File: src/design/cdgd_fifo.sv
// cdgd_fifo: two-entry queue used between front and back and on the result side
// no package dependencies
`default_nettype none

module cdgd_fifo #(
    parameter int WIDTH = 8
) (
    input  wire logic             clk,
    input  wire logic             rst_n,
    input  wire logic             push,
    input  wire logic [WIDTH-1:0] wdata,
    output logic                  full,
    input  wire logic             pop,
    output logic [WIDTH-1:0]      rdata,
    output logic                  empty
);

    logic [1:0][WIDTH-1:0] store_reg;
    logic                  wr_ptr_reg;
    logic                  rd_ptr_reg;
    logic [1:0]            count_reg;
    logic                  do_push;
    logic                  do_pop;

    assign full    = (count_reg == 2'd2);
    assign empty   = (count_reg == 2'd0);
    assign rdata   = store_reg[rd_ptr_reg];
    assign do_push = push && !full;
    assign do_pop  = pop && !empty;

    always_ff @(posedge clk)
    begin
        if (do_push)
        begin
            store_reg[wr_ptr_reg] <= wdata;
        end
    end

    always_ff @(posedge clk or negedge rst_n)
    begin
        if (!rst_n)
        begin
            wr_ptr_reg <= 1'b0;
            rd_ptr_reg <= 1'b0;
            count_reg  <= 2'd0;
        end
        else
        begin
            if (do_push)
            begin
                wr_ptr_reg <= ~wr_ptr_reg;
            end
            if (do_pop)
            begin
                rd_ptr_reg <= ~rd_ptr_reg;
            end
            if (do_push && !do_pop)
            begin
                count_reg <= count_reg + 2'd1;
            end
            else if (do_pop && !do_push)
            begin
                count_reg <= count_reg - 2'd1;
            end
        end
    end

endmodule

`default_nettype wire

File: config.mk
export PLATFORM = sky130hd
export DESIGN_NAME = cdgd_fifo
export DESIGN_NICKNAME = d
export VERILOG_FILES = /design/src/design/cdgd_fifo.sv
export SDC_FILE = /design/constraint.sdc
export NUM_CORES = 1
export LEC_CHECK = 0
export ABC_CLOCK_PERIOD_IN_PS = 3870
export BUFFER_PORTS_ARGS = -buffer_cell sky130_fd_sc_hd__buf_2
export CAP_MARGIN = 40
export CORE_MARGIN = 5
export CORE_UTILIZATION = 52
export DETAILED_ROUTE_END_ITERATION = 8
export GPL_TIMING_DRIVEN = 1
export PLACE_DENSITY = 0.8
export SLEW_MARGIN = 20
export SYNTH_ARGS = -nofsm -noshare
export SYNTH_HDL_FRONTEND = slang
export SYNTH_SLANG_ARGS = --single-unit
File: constraint.sdc
create_clock -name clk -period 3.87 [get_ports clk]
set_input_delay 0.1935 -clock clk [delete_from_list [all_inputs] [get_ports clk]]
set_output_delay 0.1935 -clock clk [all_outputs]
set_load 0.05 [all_outputs]
==> impl_metrics.xml, run 1 <==
<?xml version="1.0" encoding="UTF-8"?>
<metrics>
  <group name="status">
    <metric name="result_of_the_run" unit="">complete, no violations</metric>
  </group>
  <group name="worst_setup_path">
    <metric name="r2r-start" unit="">count_reg[0]</metric>
    <metric name="critPathTopFamily" unit="">flip-flops</metric>
    <metric name="setup.worst_path.start_class" unit="">flop</metric>
    <metric name="timing.critical_path.from" unit="">rd_ptr_reg</metric>
    <metric name="timing.critical_path.arrival" unit="ns">1.47</metric>
    <metric name="critical_path.reg2reg.endpoint" unit="">store_reg[6]</metric>
    <metric name="slowest_stage" unit="">sky130_fd_sc_hd__dfrtp_1</metric>
    <metric name="critPathMaxFanout" unit="">9</metric>
    <metric name="setup.worst_path.class" unit="">flop to output port</metric>
    <metric name="max_stage_delay" unit="ns">0.59</metric>
    <metric name="cp_num_buf_inv" unit="">1</metric>
    <metric name="worst-r2r-setup-slack" unit="ns">2.27</metric>
    <metric name="worstPathRequired" unit="ns">3.68</metric>
    <metric name="worstSetupEndpointType" unit="">output port</metric>
    <metric name="worst_r2r_path_depth" unit="">3</metric>
    <metric name="crit_chain" unit="">mux2_2 &gt; buf_2</metric>
  </group>
  <group name="clocking">
    <metric name="clockRootBuffer" unit="">sky130_fd_sc_hd__clkbuf_4</metric>
    <metric name="cts_tree" unit="">done</metric>
    <metric name="numCtsBuffers" unit="">3</metric>
    <metric name="cts.repair.resized" unit="">0</metric>
    <metric name="clk_pin_slew_worst_paths" unit="ns">0.11</metric>
    <metric name="cts_max_path_buffers" unit="">2</metric>
    <metric name="h-tree-depth" unit="">1</metric>
    <metric name="ctsHoldBuffers" unit="">1</metric>
    <metric name="clock_sink_count" unit="">20</metric>
    <metric name="clock_insertion_delay_worst_skew" unit="ns">0.29</metric>
    <metric name="post_cts.repair.setup_buffers" unit="">0</metric>
  </group>
  <group name="timing">
    <metric name="setup_viol" unit="">0</metric>
    <metric name="sum_of_negative_setup_slack" unit="ns">0</metric>
    <metric name="post-route-period-util" unit="">0.430</metric>
    <metric name="slew_violations" unit="">0</metric>
    <metric name="finalWorstPathRequiredPeriod" unit="ns">1.67</metric>
    <metric name="worst_clock_skew" unit="ns">0.00677</metric>
    <metric name="slew-limit-headroom" unit="">0.569</metric>
    <metric name="worst_slew_pin_slew" unit="ns">0.644</metric>
    <metric name="grt_setup_unrepaired" unit="">false</metric>
    <metric name="maximum_operating_frequency" unit="MHz">600</metric>
    <metric name="finalHoldViolations" unit="">0</metric>
  </group>
  <group name="logic_synthesis">
    <metric name="yosysSeqAreaShare" unit="">0.742</metric>
    <metric name="mean_instance_size_in_the_synthesized_netlist" unit="um2">17.8</metric>
    <metric name="yosys_warnings" unit="">0</metric>
    <metric name="total_nets_after_synthesis" unit="">57</metric>
    <metric name="ys_ff_latch" unit="">20</metric>
    <metric name="syn_area" unit="um2">782</metric>
    <metric name="synthCells" unit="">44</metric>
    <metric name="post_synth_num_cell_types" unit="">15</metric>
  </group>
  <group name="drt">
    <metric name="detail_route.iter0.violations" unit="">14</metric>
    <metric name="drt-pass1-iter-count" unit="">3</metric>
    <metric name="wire_per_inst" unit="um">14.0</metric>
    <metric name="route.detailed.drc" unit="">0</metric>
    <metric name="totalWireLength" unit="um">1190</metric>
    <metric name="route.detailed.vias_per_inst" unit="">4.95</metric>
    <metric name="via_count" unit="">421</metric>
    <metric name="antenna_left" unit="">0</metric>
  </group>
  <group name="global_routing">
    <metric name="grt_use_total" unit="">0.116</metric>
    <metric name="grt_antenna_before_repair" unit="">0</metric>
    <metric name="grt_pass1_wl" unit="um">2060</metric>
    <metric name="first_global_vias" unit="">464</metric>
    <metric name="grt-ovfl-total" unit="">0</metric>
    <metric name="pin_count_of_the_biggest_net_entering_global_routing" unit="">12</metric>
  </group>
  <group name="cells_and_area">
    <metric name="synthToLayoutAreaGrowth" unit="%">20.0</metric>
    <metric name="multiInputGateArea" unit="um2">189</metric>
    <metric name="finish.instance_area" unit="um2">938</metric>
    <metric name="largest_reg_flops" unit="">16</metric>
    <metric name="drive_gt1_frac" unit="">0.406</metric>
    <metric name="final.fill_count" unit="">119</metric>
    <metric name="seq_area" unit="um2">581</metric>
    <metric name="num_antenna_cells" unit="">0</metric>
    <metric name="finalNetCount" unit="">83</metric>
  </group>
  <group name="worst_hold_path">
    <metric name="whs_path_depth" unit="">1</metric>
    <metric name="hold_start" unit="">wdata[2]</metric>
    <metric name="hold_path.class" unit="">input port to flop</metric>
    <metric name="min_delay_worst_endpoint" unit="">store_reg[2]</metric>
  </group>
  <group name="placed_design">
    <metric name="dpl-instance-area" unit="um2">902</metric>
    <metric name="dpl.hpwl" unit="um">914</metric>
    <metric name="place.gp.congestion" unit="">0.782</metric>
    <metric name="place.port_buffers" unit="">21</metric>
  </group>
  <group name="power">
    <metric name="vdd.ir_drop.worst" unit="mV">0.381</metric>
    <metric name="leakage" unit="nW">0.394</metric>
    <metric name="power.density" unit="nW/um2">860</metric>
  </group>
  <group name="floorplan">
    <metric name="die_area" unit="um2">2380</metric>
    <metric name="std_cell_rows" unit="">14</metric>
    <metric name="die_w" unit="um">48.8</metric>
    <metric name="fp.coreArea" unit="um2">1470</metric>
    <metric name="top_level_ports" unit="">22</metric>
    <metric name="die-height" unit="um">48.8</metric>
    <metric name="initial_utilization" unit="">0.531</metric>
  </group>
  <group name="job">
    <metric name="maxCapViolCount" unit="">0</metric>
  </group>
</metrics>
-- cell usage in the layout, fill, tap and decap left out --
cell,instances
sky130_fd_sc_hd__nor2_1,3
sky130_fd_sc_hd__clkinv_1,1
sky130_fd_sc_hd__o21ai_1,1
sky130_fd_sc_hd__dfrtp_1,4
sky130_fd_sc_hd__dlygate4sd3_1,1
sky130_fd_sc_hd__xnor2_2,1
sky130_fd_sc_hd__inv_1,2
sky130_fd_sc_hd__nand2_2,1
sky130_fd_sc_hd__edfxtp_1,16
sky130_fd_sc_hd__mux2_2,2
sky130_fd_sc_hd__ha_1,1
sky130_fd_sc_hd__xor2_1,2
sky130_fd_sc_hd__clkbuf_4,3
sky130_fd_sc_hd__buf_2,21
sky130_fd_sc_hd__mux2_1,6
sky130_fd_sc_hd__and3_1,1
sky130_fd_sc_hd__nand2b_1,1
sky130_fd_sc_hd__xnor2_1,2
-- cells in the mapped netlist --
master / instances / area (um2)
sky130_fd_sc_hd__inv_1: 2 / 7.51
sky130_fd_sc_hd__nand2_2: 1 / 6.26
sky130_fd_sc_hd__ha_1: 1 / 12.5
sky130_fd_sc_hd__xnor2_1: 2 / 17.5
sky130_fd_sc_hd__and3_1: 1 / 6.26
sky130_fd_sc_hd__mux2_2: 2 / 22.5
sky130_fd_sc_hd__nor2_1: 3 / 11.3
sky130_fd_sc_hd__dfrtp_1: 4 / 100
sky130_fd_sc_hd__mux2_1: 6 / 67.6
sky130_fd_sc_hd__nand2b_1: 1 / 6.26
sky130_fd_sc_hd__xor2_1: 2 / 17.5
sky130_fd_sc_hd__o21ai_1: 1 / 5.00
sky130_fd_sc_hd__buf_2: 1 / 5.00
sky130_fd_sc_hd__xnor2_2: 1 / 16.3
sky130_fd_sc_hd__edfxtp_1: 16 / 480
-- worst max path at each step --
| stage | to | slack [ns] | depth (start not counted) |
|---|---|---|---|
| 3_5_place_dp | store_reg[3] | 2.26 | 3 |
| 5_1_grt | store_reg[3] | 2.11 | 3 |
| 6_report | rdata[7] | 2.20 | 2 |
| 4_1_cts | rdata[7] | 2.18 | 2 |
| 2_1_floorplan | store_reg[0] | 2.48 | 3 |
| 3_3_place_gp | store_reg[4] | 2.35 | 3 |
-- metal layers --
layer	vias up	routed length, um	track usage	part of all wire
li1	210	-	-	-
met1	197	494	0.127	0.41
met2	12	605	0.189	0.51
met3	2	65	0.0275	0.055
met4	0	27	0.0942	0.023
met5	-	0	0	0
-- logic make-up (layout without fill, tap and decap cells) --
| group | count (synthesis) | after routing | share of synthesized area |
|---|---|---|---|
| compound gates | 1 | 1 | 0.00639 |
| simple gates | 6 | 6 | 0.0384 |
| buf+inv | 3 | 28 | 0.0160 |
| fa+ha+maj | 1 | 1 | 0.0160 |
| xor+xnor | 5 | 5 | 0.0656 |
| flops | 20 | 20 | 0.742 |
| mux | 8 | 8 | 0.115 |
-- worst reg2reg max path: cells and delay by family, from the launching register on --
kind	cells	cell delay, ns
AND/OR/NAND/NOR	3	0.80
flip-flops	1	0.44
-- power breakdown --
| part | internal (W) | switching (W) | leakage [nW] | total (W) |
|---|---|---|---|---|
| logic | 0.000112 | 0.000255 | 0.183 | 0.000367 |
| registers | 0.000301 | 0.0000448 | 0.195 | 0.000346 |
| clock network | 0.0000374 | 0.0000568 | 0.0154 | 0.0000943 |
-- through the flow --
stage	utilization	hold slack (ns)	std cells	worst slack (ns)	total power [W]
2_1_floorplan	-	-0.102	44	2.48	0.000646
3_3_place_gp	0.613	0.00352	80	2.35	0.000714
3_5_place_dp	0.613	0.00479	80	2.26	0.000725
4_1_cts	0.638	0.0776	85	2.18	0.000820
5_1_grt	0.638	0.0660	85	2.11	0.000859
6_report	0.638	0.0851	85	2.20	0.000807
-- final cells by class --
cell class,count,share of cell area
multi-input cells,21,0.201
repair buffers,22,0.123
inverters,2,0.00800
flip-flops and latches,20,0.619
well taps,16,0.0213
clock buffers,3,0.0240
clock inverters,1,0.00400
(Power assumes the default switching activity.)
==> run 2: changes to the inputs <==
--- a/config.mk
+++ b/config.mk
@@ -5,14 +5,15 @@
 export SDC_FILE = /design/constraint.sdc
 export NUM_CORES = 1
 export LEC_CHECK = 0
-export ABC_CLOCK_PERIOD_IN_PS = 3870
+export ABC_AREA = 1
+export ABC_CLOCK_PERIOD_IN_PS = 1490
 export BUFFER_PORTS_ARGS = -buffer_cell sky130_fd_sc_hd__buf_2
 export CAP_MARGIN = 40
 export CORE_MARGIN = 5
-export CORE_UTILIZATION = 52
+export CORE_UTILIZATION = 44
 export DETAILED_ROUTE_END_ITERATION = 8
 export GPL_TIMING_DRIVEN = 1
-export PLACE_DENSITY = 0.8
+export PLACE_DENSITY = 0.71
 export SLEW_MARGIN = 20
 export SYNTH_ARGS = -nofsm -noshare
 export SYNTH_HDL_FRONTEND = slang
==> constraint.sdc (replaced) <==
create_clock -name clk -period 1.49 [get_ports clk]
set_input_delay 0.0745 -clock clk [delete_from_list [all_inputs] [get_ports clk]]
set_output_delay 0.0745 -clock clk [all_outputs]
set_load 0.05 [all_outputs]
==> impl_metrics.xml, run 2 <==
<?xml version="1.0" encoding="UTF-8"?>
<metrics>
  <group name="cells_and_area">
    <metric name="final.fill_count" unit="">140</metric>
    <metric name="final_common_cell" unit="">sky130_fd_sc_hd__nand2_1</metric>
    <metric name="drive_gt1_frac" unit="">0.309</metric>
    <metric name="finalNetCount" unit="">124</metric>
    <metric name="synthToLayoutAreaGrowth" unit="%">38.9</metric>
    <metric name="largest_reg_flops" unit="">16</metric>
    <metric name="layout_common_cells" unit="">sky130_fd_sc_hd__nand2_1, sky130_fd_sc_hd__buf_2, sky130_fd_sc_hd__edfxtp_1</metric>
    <metric name="num_antenna_cells" unit="">0</metric>
    <metric name="finish.instance_area" unit="um2">1120</metric>
  </group>
  <group name="worst_setup_path">
    <metric name="crit_chain" unit="">nor2_4 &gt; nor2_2 &gt; ha_1 &gt; inv_1 &gt; nand3_1 &gt; nand2_1 &gt; nand2_1</metric>
    <metric name="setup.worst_path.start_class" unit="">flop</metric>
    <metric name="critPathMaxFanout" unit="">7</metric>
    <metric name="worst-r2r-setup-slack" unit="ns">0.12</metric>
    <metric name="r2r-start" unit="">count_reg[0]</metric>
    <metric name="critical_path.reg2reg.endpoint" unit="">count_reg[1]</metric>
    <metric name="cp_num_buf_inv" unit="">1</metric>
    <metric name="setup.worst_path.class" unit="">flop to flop</metric>
    <metric name="timing.critical_path.arrival" unit="ns">1.57</metric>
    <metric name="critPathTopFamily" unit="">flip-flops</metric>
    <metric name="worst_r2r_path_depth" unit="">7</metric>
    <metric name="critical-path-top-cell-by-count" unit="">sky130_fd_sc_hd__nand2_1</metric>
    <metric name="worstPathRequired" unit="ns">1.69</metric>
    <metric name="slowest_stage" unit="">sky130_fd_sc_hd__dfrtp_1</metric>
    <metric name="worstSetupEndpointType" unit="">flop</metric>
    <metric name="max_stage_delay" unit="ns">0.49</metric>
  </group>
  <group name="logic_synthesis">
    <metric name="synthCells" unit="">73</metric>
    <metric name="yosysSeqAreaShare" unit="">0.717</metric>
    <metric name="ys_ff_latch" unit="">20</metric>
    <metric name="synthTopCellsByArea" unit="">sky130_fd_sc_hd__edfxtp_1, sky130_fd_sc_hd__nand2_1, sky130_fd_sc_hd__dfrtp_1</metric>
    <metric name="mean_instance_size_in_the_synthesized_netlist" unit="um2">11.1</metric>
    <metric name="ys_top_cells_by_count" unit="">sky130_fd_sc_hd__nand2_1, sky130_fd_sc_hd__edfxtp_1, sky130_fd_sc_hd__inv_1</metric>
    <metric name="ys_dominant_reg_cell" unit="">sky130_fd_sc_hd__edfxtp_1</metric>
    <metric name="synthDominantCellAreaShare" unit="">0.594</metric>
    <metric name="post-synth-top-count-cell" unit="">sky130_fd_sc_hd__nand2_1</metric>
    <metric name="syn_area" unit="um2">810</metric>
    <metric name="synth_edf_count" unit="">16</metric>
    <metric name="postSynth.asyncResetShare" unit="">0.200</metric>
    <metric name="synthDominantAreaCellType" unit="">sky130_fd_sc_hd__edfxtp_1</metric>
    <metric name="total_nets_after_synthesis" unit="">86</metric>
    <metric name="post_synth_num_cell_types" unit="">14</metric>
    <metric name="yosys_warnings" unit="">0</metric>
  </group>
  <group name="clocking">
    <metric name="cts_max_path_buffers" unit="">2</metric>
    <metric name="clockRootBuffer" unit="">sky130_fd_sc_hd__clkbuf_4</metric>
    <metric name="h-tree-depth" unit="">1</metric>
    <metric name="clock_sink_count" unit="">20</metric>
    <metric name="numCtsBuffers" unit="">3</metric>
    <metric name="clk_pin_slew_worst_paths" unit="ns">0.11</metric>
    <metric name="clock_insertion_delay_worst_skew" unit="ns">0.29</metric>
    <metric name="cts_tree" unit="">done</metric>
  </group>
  <group name="power">
    <metric name="power.density" unit="nW/um2">2250</metric>
    <metric name="leakage" unit="nW">0.530</metric>
    <metric name="clock_power_share" unit="">0.172</metric>
    <metric name="share_seq_of_total_power" unit="">0.347</metric>
    <metric name="power.share.combinational" unit="">0.481</metric>
    <metric name="power_switching_share" unit="">0.449</metric>
    <metric name="totalPowerFinal" unit="W">0.00253</metric>
    <metric name="p_int" unit="W">0.00139</metric>
    <metric name="switchingPower" unit="W">0.00114</metric>
    <metric name="vdd.ir_drop.worst" unit="mV">1.45</metric>
  </group>
  <group name="drt">
    <metric name="drt-pass1-iter-count" unit="">4</metric>
    <metric name="antenna_left" unit="">0</metric>
    <metric name="wire_per_inst" unit="um">11.2</metric>
    <metric name="via_count" unit="">606</metric>
    <metric name="route.detailed.vias_per_inst" unit="">4.49</metric>
    <metric name="route.detailed.drc" unit="">0</metric>
    <metric name="totalWireLength" unit="um">1510</metric>
    <metric name="detail_route.iter0.violations" unit="">19</metric>
  </group>
  <group name="timing">
    <metric name="finalHoldViolations" unit="">0</metric>
    <metric name="slew_violations" unit="">0</metric>
    <metric name="worst_slew_pin_slew" unit="ns">0.309</metric>
    <metric name="slew-limit-headroom" unit="">0.794</metric>
    <metric name="finalWorstPathRequiredPeriod" unit="ns">1.37</metric>
    <metric name="maximum_operating_frequency" unit="MHz">728</metric>
    <metric name="post-route-period-util" unit="">0.922</metric>
    <metric name="worst_clock_skew" unit="ns">0.00167</metric>
    <metric name="grt_setup_unrepaired" unit="">false</metric>
    <metric name="sum_of_negative_setup_slack" unit="ns">0</metric>
    <metric name="setup_viol" unit="">0</metric>
  </group>
  <group name="global_routing">
    <metric name="grt_use_total" unit="">0.125</metric>
    <metric name="grt_antenna_before_repair" unit="">0</metric>
    <metric name="grt_pass1_wl" unit="um">2440</metric>
    <metric name="pin_count_of_the_biggest_net_entering_global_routing" unit="">13</metric>
    <metric name="first_global_vias" unit="">584</metric>
    <metric name="grt-ovfl-total" unit="">0</metric>
  </group>
  <group name="worst_hold_path">
    <metric name="hold_path.class" unit="">input port to flop</metric>
    <metric name="min_delay_worst_endpoint" unit="">rd_ptr_reg</metric>
    <metric name="whs_path_depth" unit="">3</metric>
    <metric name="hold_start" unit="">pop</metric>
  </group>
  <group name="placed_design">
    <metric name="dpl.hpwl" unit="um">1070</metric>
    <metric name="place.port_buffers" unit="">21</metric>
    <metric name="place.gp.congestion" unit="">0.827</metric>
    <metric name="dpl-instance-area" unit="um2">953</metric>
  </group>
  <group name="job">
    <metric name="maxCapViolCount" unit="">0</metric>
  </group>
  <group name="status">
    <metric name="result_of_the_run" unit="">complete, no violations</metric>
  </group>
  <group name="floorplan">
    <metric name="initial_utilization" unit="">0.464</metric>
    <metric name="die-height" unit="um">52.9</metric>
    <metric name="die_area" unit="um2">2800</metric>
    <metric name="std_cell_rows" unit="">15</metric>
    <metric name="top_level_ports" unit="">22</metric>
    <metric name="fp.coreArea" unit="um2">1750</metric>
    <metric name="die_w" unit="um">52.9</metric>
  </group>
</metrics>
[run 2: kinds of logic after synthesis]
family,share of synthesized area
and+or+nand+nor,0.201
adders and majority gates,0.0155
DFF,0.717
buffers and inverters,0.0433
AOI/OAI and AO/OA,0.0124
xor gates and xnor gates,0.0108
[run 2: worst max path at each step]
| stage | from | to | slack, ns | depth (start not counted) |
|---|---|---|---|---|
| floorplan | count_reg[0] | rd_ptr_reg | 0.006 | 3 |
| global placement | count_reg[0] | count_reg[1] | 0.08 | 6 |
| detailed placement | count_reg[0] | count_reg[1] | 0.07 | 6 |
| CTS | rd_ptr_reg | rdata[4] | 0.04 | 4 |
| global route | count_reg[0] | count_reg[1] | 0.02 | 6 |
| finish | count_reg[0] | count_reg[1] | 0.12 | 7 |
[run 2: through the flow]
stage               hold slack [ns]  utilization  worst slack [ns]  cells
finish                       0.0120        0.644             0.116    135
global route                 0.0182        0.644            0.0196    135
CTS                         0.00527        0.629            0.0404    132
detailed placement           -0.111        0.546            0.0660    119
global placement             -0.112        0.546            0.0771    119
floorplan                    -0.221            -           0.00626     73
[run 2: layout make-up]
cell class	count	area (um2)	share of cell area
multi-input combinational	44	199	0.177
tap	25	31.3	0.0278
inverter	8	30.0	0.0267
clock buffer	3	22.5	0.0200
timing repair buffer	34	230	0.205
sequential	20	582	0.517
clock inverter	1	30.0	0.0267
[run 2: timing repair]
action	in CTS	in global routing
resized for setup	1	4
buffers inserted	0	3
hold endpoints to repair	20	0
pin swaps	0	0
hold buffers	9	0
endpoints found under the setup margin	8	8
[run 2: power groups by stage]
stage,Clock (W),Combinational (W),Sequential (W)
after floorplan,0,0.000910,0.000847
after global placement,0,0.00110,0.000896
after detailed placement,0,0.00112,0.000907
after CTS,0.000445,0.00114,0.000897
after global routing,0.000471,0.00133,0.000896
final,0.000435,0.00122,0.000879
[run 2: worst register-to-register path: stages, from the launching register on]
cell                      delay, ns
sky130_fd_sc_hd__dfrtp_1       0.49
sky130_fd_sc_hd__nor2_4        0.14
sky130_fd_sc_hd__nor2_2        0.06
sky130_fd_sc_hd__ha_1          0.31
sky130_fd_sc_hd__inv_1         0.08
sky130_fd_sc_hd__nand3_1       0.08
sky130_fd_sc_hd__nand2_1       0.07
sky130_fd_sc_hd__nand2_1       0.05
[run 2: routing by layer]
layer,vias to the layer above,global-route usage,part of all wire
met2,18,0.219,0.50
li1,311,-,-
met1,275,0.138,0.43
met5,-,0,0
met3,2,0.0310,0.060
met4,0,0.0681,0.011
==> run 3: changes to the inputs <==
--- a/config.mk
+++ b/config.mk
@@ -5,7 +5,7 @@
 export SDC_FILE = /design/constraint.sdc
 export NUM_CORES = 1
 export LEC_CHECK = 0
-export ABC_AREA = 1
+export ABC_AREA = 0
 export ABC_CLOCK_PERIOD_IN_PS = 1490
 export BUFFER_PORTS_ARGS = -buffer_cell sky130_fd_sc_hd__buf_2
 export CAP_MARGIN = 40
@@ -13,8 +13,9 @@
 export CORE_UTILIZATION = 44
 export DETAILED_ROUTE_END_ITERATION = 8
 export GPL_TIMING_DRIVEN = 1
-export PLACE_DENSITY = 0.71
+export PLACE_DENSITY = 0.72
 export SLEW_MARGIN = 20
 export SYNTH_ARGS = -nofsm -noshare
 export SYNTH_HDL_FRONTEND = slang
 export SYNTH_SLANG_ARGS = --single-unit
+export TNS_END_PERCENT = 50
==> impl_metrics.xml, run 3 (synthesized netlist as in run 1, its figures left out) <==
<?xml version="1.0" encoding="UTF-8"?>
<metrics>
  <group name="floorplan">
    <metric name="die_w" unit="um">52.2</metric>
    <metric name="fp.coreArea" unit="um2">1710</metric>
    <metric name="die_area" unit="um2">2720</metric>
    <metric name="initial_utilization" unit="">0.458</metric>
    <metric name="die-height" unit="um">52.2</metric>
    <metric name="top_level_ports" unit="">22</metric>
    <metric name="std_cell_rows" unit="">15</metric>
  </group>
  <group name="cells_and_area">
    <metric name="synthToLayoutAreaGrowth" unit="%">35.7</metric>
    <metric name="finalNetCount" unit="">94</metric>
    <metric name="seq_area" unit="um2">582</metric>
    <metric name="final.fill_count" unit="">131</metric>
    <metric name="final_common_cell" unit="">sky130_fd_sc_hd__buf_2</metric>
    <metric name="num_antenna_cells" unit="">0</metric>
    <metric name="drive_gt1_frac" unit="">0.413</metric>
    <metric name="largest_reg_flops" unit="">16</metric>
    <metric name="multiInputGateArea" unit="um2">196</metric>
    <metric name="layout_common_cells" unit="">sky130_fd_sc_hd__buf_2, sky130_fd_sc_hd__edfxtp_1, sky130_fd_sc_hd__dlygate4sd3_1</metric>
  </group>
  <group name="worst_setup_path">
    <metric name="timing.critical_path.arrival" unit="ns">1.35</metric>
    <metric name="worst-r2r-setup-slack" unit="ns">0.09</metric>
    <metric name="crit_chain" unit="">mux2_1 &gt; buf_2</metric>
    <metric name="critical_path.reg2reg.endpoint" unit="">count_reg[1]</metric>
    <metric name="worst_r2r_path_depth" unit="">6</metric>
    <metric name="setup.worst_path.class" unit="">flop to output port</metric>
    <metric name="timing.critical_path.from" unit="">rd_ptr_reg</metric>
    <metric name="slowest_stage" unit="">sky130_fd_sc_hd__dfrtp_2</metric>
    <metric name="setup.worst_path.start_class" unit="">flop</metric>
    <metric name="critPathMaxFanout" unit="">9</metric>
    <metric name="endpoint" unit="">rdata[4]</metric>
    <metric name="worstPathRequired" unit="ns">1.42</metric>
    <metric name="max_stage_delay" unit="ns">0.50</metric>
    <metric name="worstSetupEndpointType" unit="">output port</metric>
    <metric name="r2r-start" unit="">count_reg[0]</metric>
  </group>
  <group name="drt">
    <metric name="drt-pass1-iter-count" unit="">3</metric>
    <metric name="route.detailed.drc" unit="">0</metric>
    <metric name="via_count" unit="">459</metric>
    <metric name="totalWireLength" unit="um">1330</metric>
    <metric name="route.detailed.vias_per_inst" unit="">4.37</metric>
    <metric name="antenna_left" unit="">0</metric>
    <metric name="wire_per_inst" unit="um">12.7</metric>
    <metric name="detail_route.iter0.violations" unit="">6</metric>
  </group>
  <group name="timing">
    <metric name="finalWorstPathRequiredPeriod" unit="ns">1.42</metric>
    <metric name="sum_of_negative_setup_slack" unit="ns">0</metric>
    <metric name="maximum_operating_frequency" unit="MHz">704</metric>
    <metric name="worst_slew_pin_slew" unit="ns">0.393</metric>
    <metric name="finalHoldViolations" unit="">0</metric>
    <metric name="grt_setup_unrepaired" unit="">true</metric>
    <metric name="slew-limit-headroom" unit="">0.738</metric>
    <metric name="final.hold.worst_slack" unit="ns">0.0705</metric>
    <metric name="worst_clock_skew" unit="ns">0.00619</metric>
    <metric name="setup_viol" unit="">0</metric>
    <metric name="post-route-period-util" unit="">0.954</metric>
    <metric name="slew_violations" unit="">0</metric>
  </group>
  <group name="global_routing">
    <metric name="grt_pass1_wl" unit="um">2080</metric>
    <metric name="grt_antenna_before_repair" unit="">0</metric>
    <metric name="grt_use_total" unit="">0.108</metric>
    <metric name="grt-ovfl-total" unit="">0</metric>
    <metric name="pin_count_of_the_biggest_net_entering_global_routing" unit="">12</metric>
    <metric name="first_global_vias" unit="">478</metric>
  </group>
  <group name="status">
    <metric name="result_of_the_run" unit="">complete, no violations</metric>
  </group>
  <group name="clocking">
    <metric name="clock_sink_count" unit="">20</metric>
    <metric name="clk_pin_slew_worst_paths" unit="ns">0.10</metric>
    <metric name="h-tree-depth" unit="">1</metric>
    <metric name="clock_insertion_delay_worst_skew" unit="ns">0.29</metric>
    <metric name="numCtsBuffers" unit="">3</metric>
    <metric name="cts_tree" unit="">done</metric>
    <metric name="clockRootBuffer" unit="">sky130_fd_sc_hd__clkbuf_4</metric>
    <metric name="cts_max_path_buffers" unit="">2</metric>
  </group>
  <group name="placed_design">
    <metric name="place.port_buffers" unit="">21</metric>
    <metric name="place.gp.congestion" unit="">0.684</metric>
    <metric name="dpl.hpwl" unit="um">950</metric>
  </group>
  <group name="worst_hold_path">
    <metric name="hold_path.class" unit="">input port to flop</metric>
    <metric name="whs_path_depth" unit="">3</metric>
  </group>
  <group name="power">
    <metric name="power.density" unit="nW/um2">2090</metric>
    <metric name="leakage" unit="nW">0.447</metric>
    <metric name="vdd.ir_drop.worst" unit="mV">1.26</metric>
  </group>
  <group name="job">
    <metric name="maxCapViolCount" unit="">0</metric>
  </group>
</metrics>
[run 3: worst min-delay path by stage]
stage	from	end	slack, ns
final	push	wr_ptr_reg	0.07
after global routing	push	wr_ptr_reg	0.06
after CTS	push	wr_ptr_reg	0.06
after detailed placement	rst_n	count_reg[1]	-0.11
after global placement	rst_n	count_reg[1]	-0.12
after floorplan	rst_n	count_reg[0]	-0.22
[run 3: timing repair]
action / in CTS / in global routing
endpoints found under the setup margin: 8 / 7
hold buffers: 9 / 0
gates resized for setup: 1 / 1
buffers inserted: 0 / 1
endpoints found under the hold margin: 20 / 0
[run 3: through the flow]
step | cells | cell area (um2) | power [W] | setup WS, ns | utilization
4_1_cts | 104 | 1050 | 0.00220 | 0.0193 | 0.612
3_3_place_gp | 91 | 928 | 0.00189 | 0.0993 | 0.544
2_1_floorplan | 44 | 782 | 0.00168 | 0.0979 | -
5_1_grt | 105 | 1060 | 0.00232 | -0.00993 | 0.621
3_5_place_dp | 91 | 928 | 0.00192 | 0.0835 | 0.544
6_report | 105 | 1060 | 0.00221 | 0.0687 | 0.621
[run 3: final cells by class]
type	instances	area share
inverters	2	0.00708
flip-flops and latches	20	0.548
multi-input cells	21	0.185
repair buffers	33	0.205
clock buffers	3	0.0212
well taps	25	0.0295
clock inverters	1	0.00354
[run 3: critical path, delay by kind of cell, from the launching register on]
family / cells / cell delay (ns)
muxes: 1 / 0.35
DFF: 1 / 0.50
buffers and inverters: 1 / 0.21
[run 3: report_power, final]
group / total [W] / internal (W) / switching [W]
sequential: 0.000903 / 0.000784 / 0.000120
combinational: 0.00106 / 0.000364 / 0.000694
clock: 0.000252 / 0.0000973 / 0.000154
total: 0.00221 / 0.00124 / 0.000968
[run 3: per-layer routing]
layer	share of wire	global-route usage	vias up
li1	-	-	229
met1	0.44	0.124	217
met2	0.52	0.186	11
met3	0.034	0.00860	2
met4	0.013	0.0766	0
met5	0	0	-
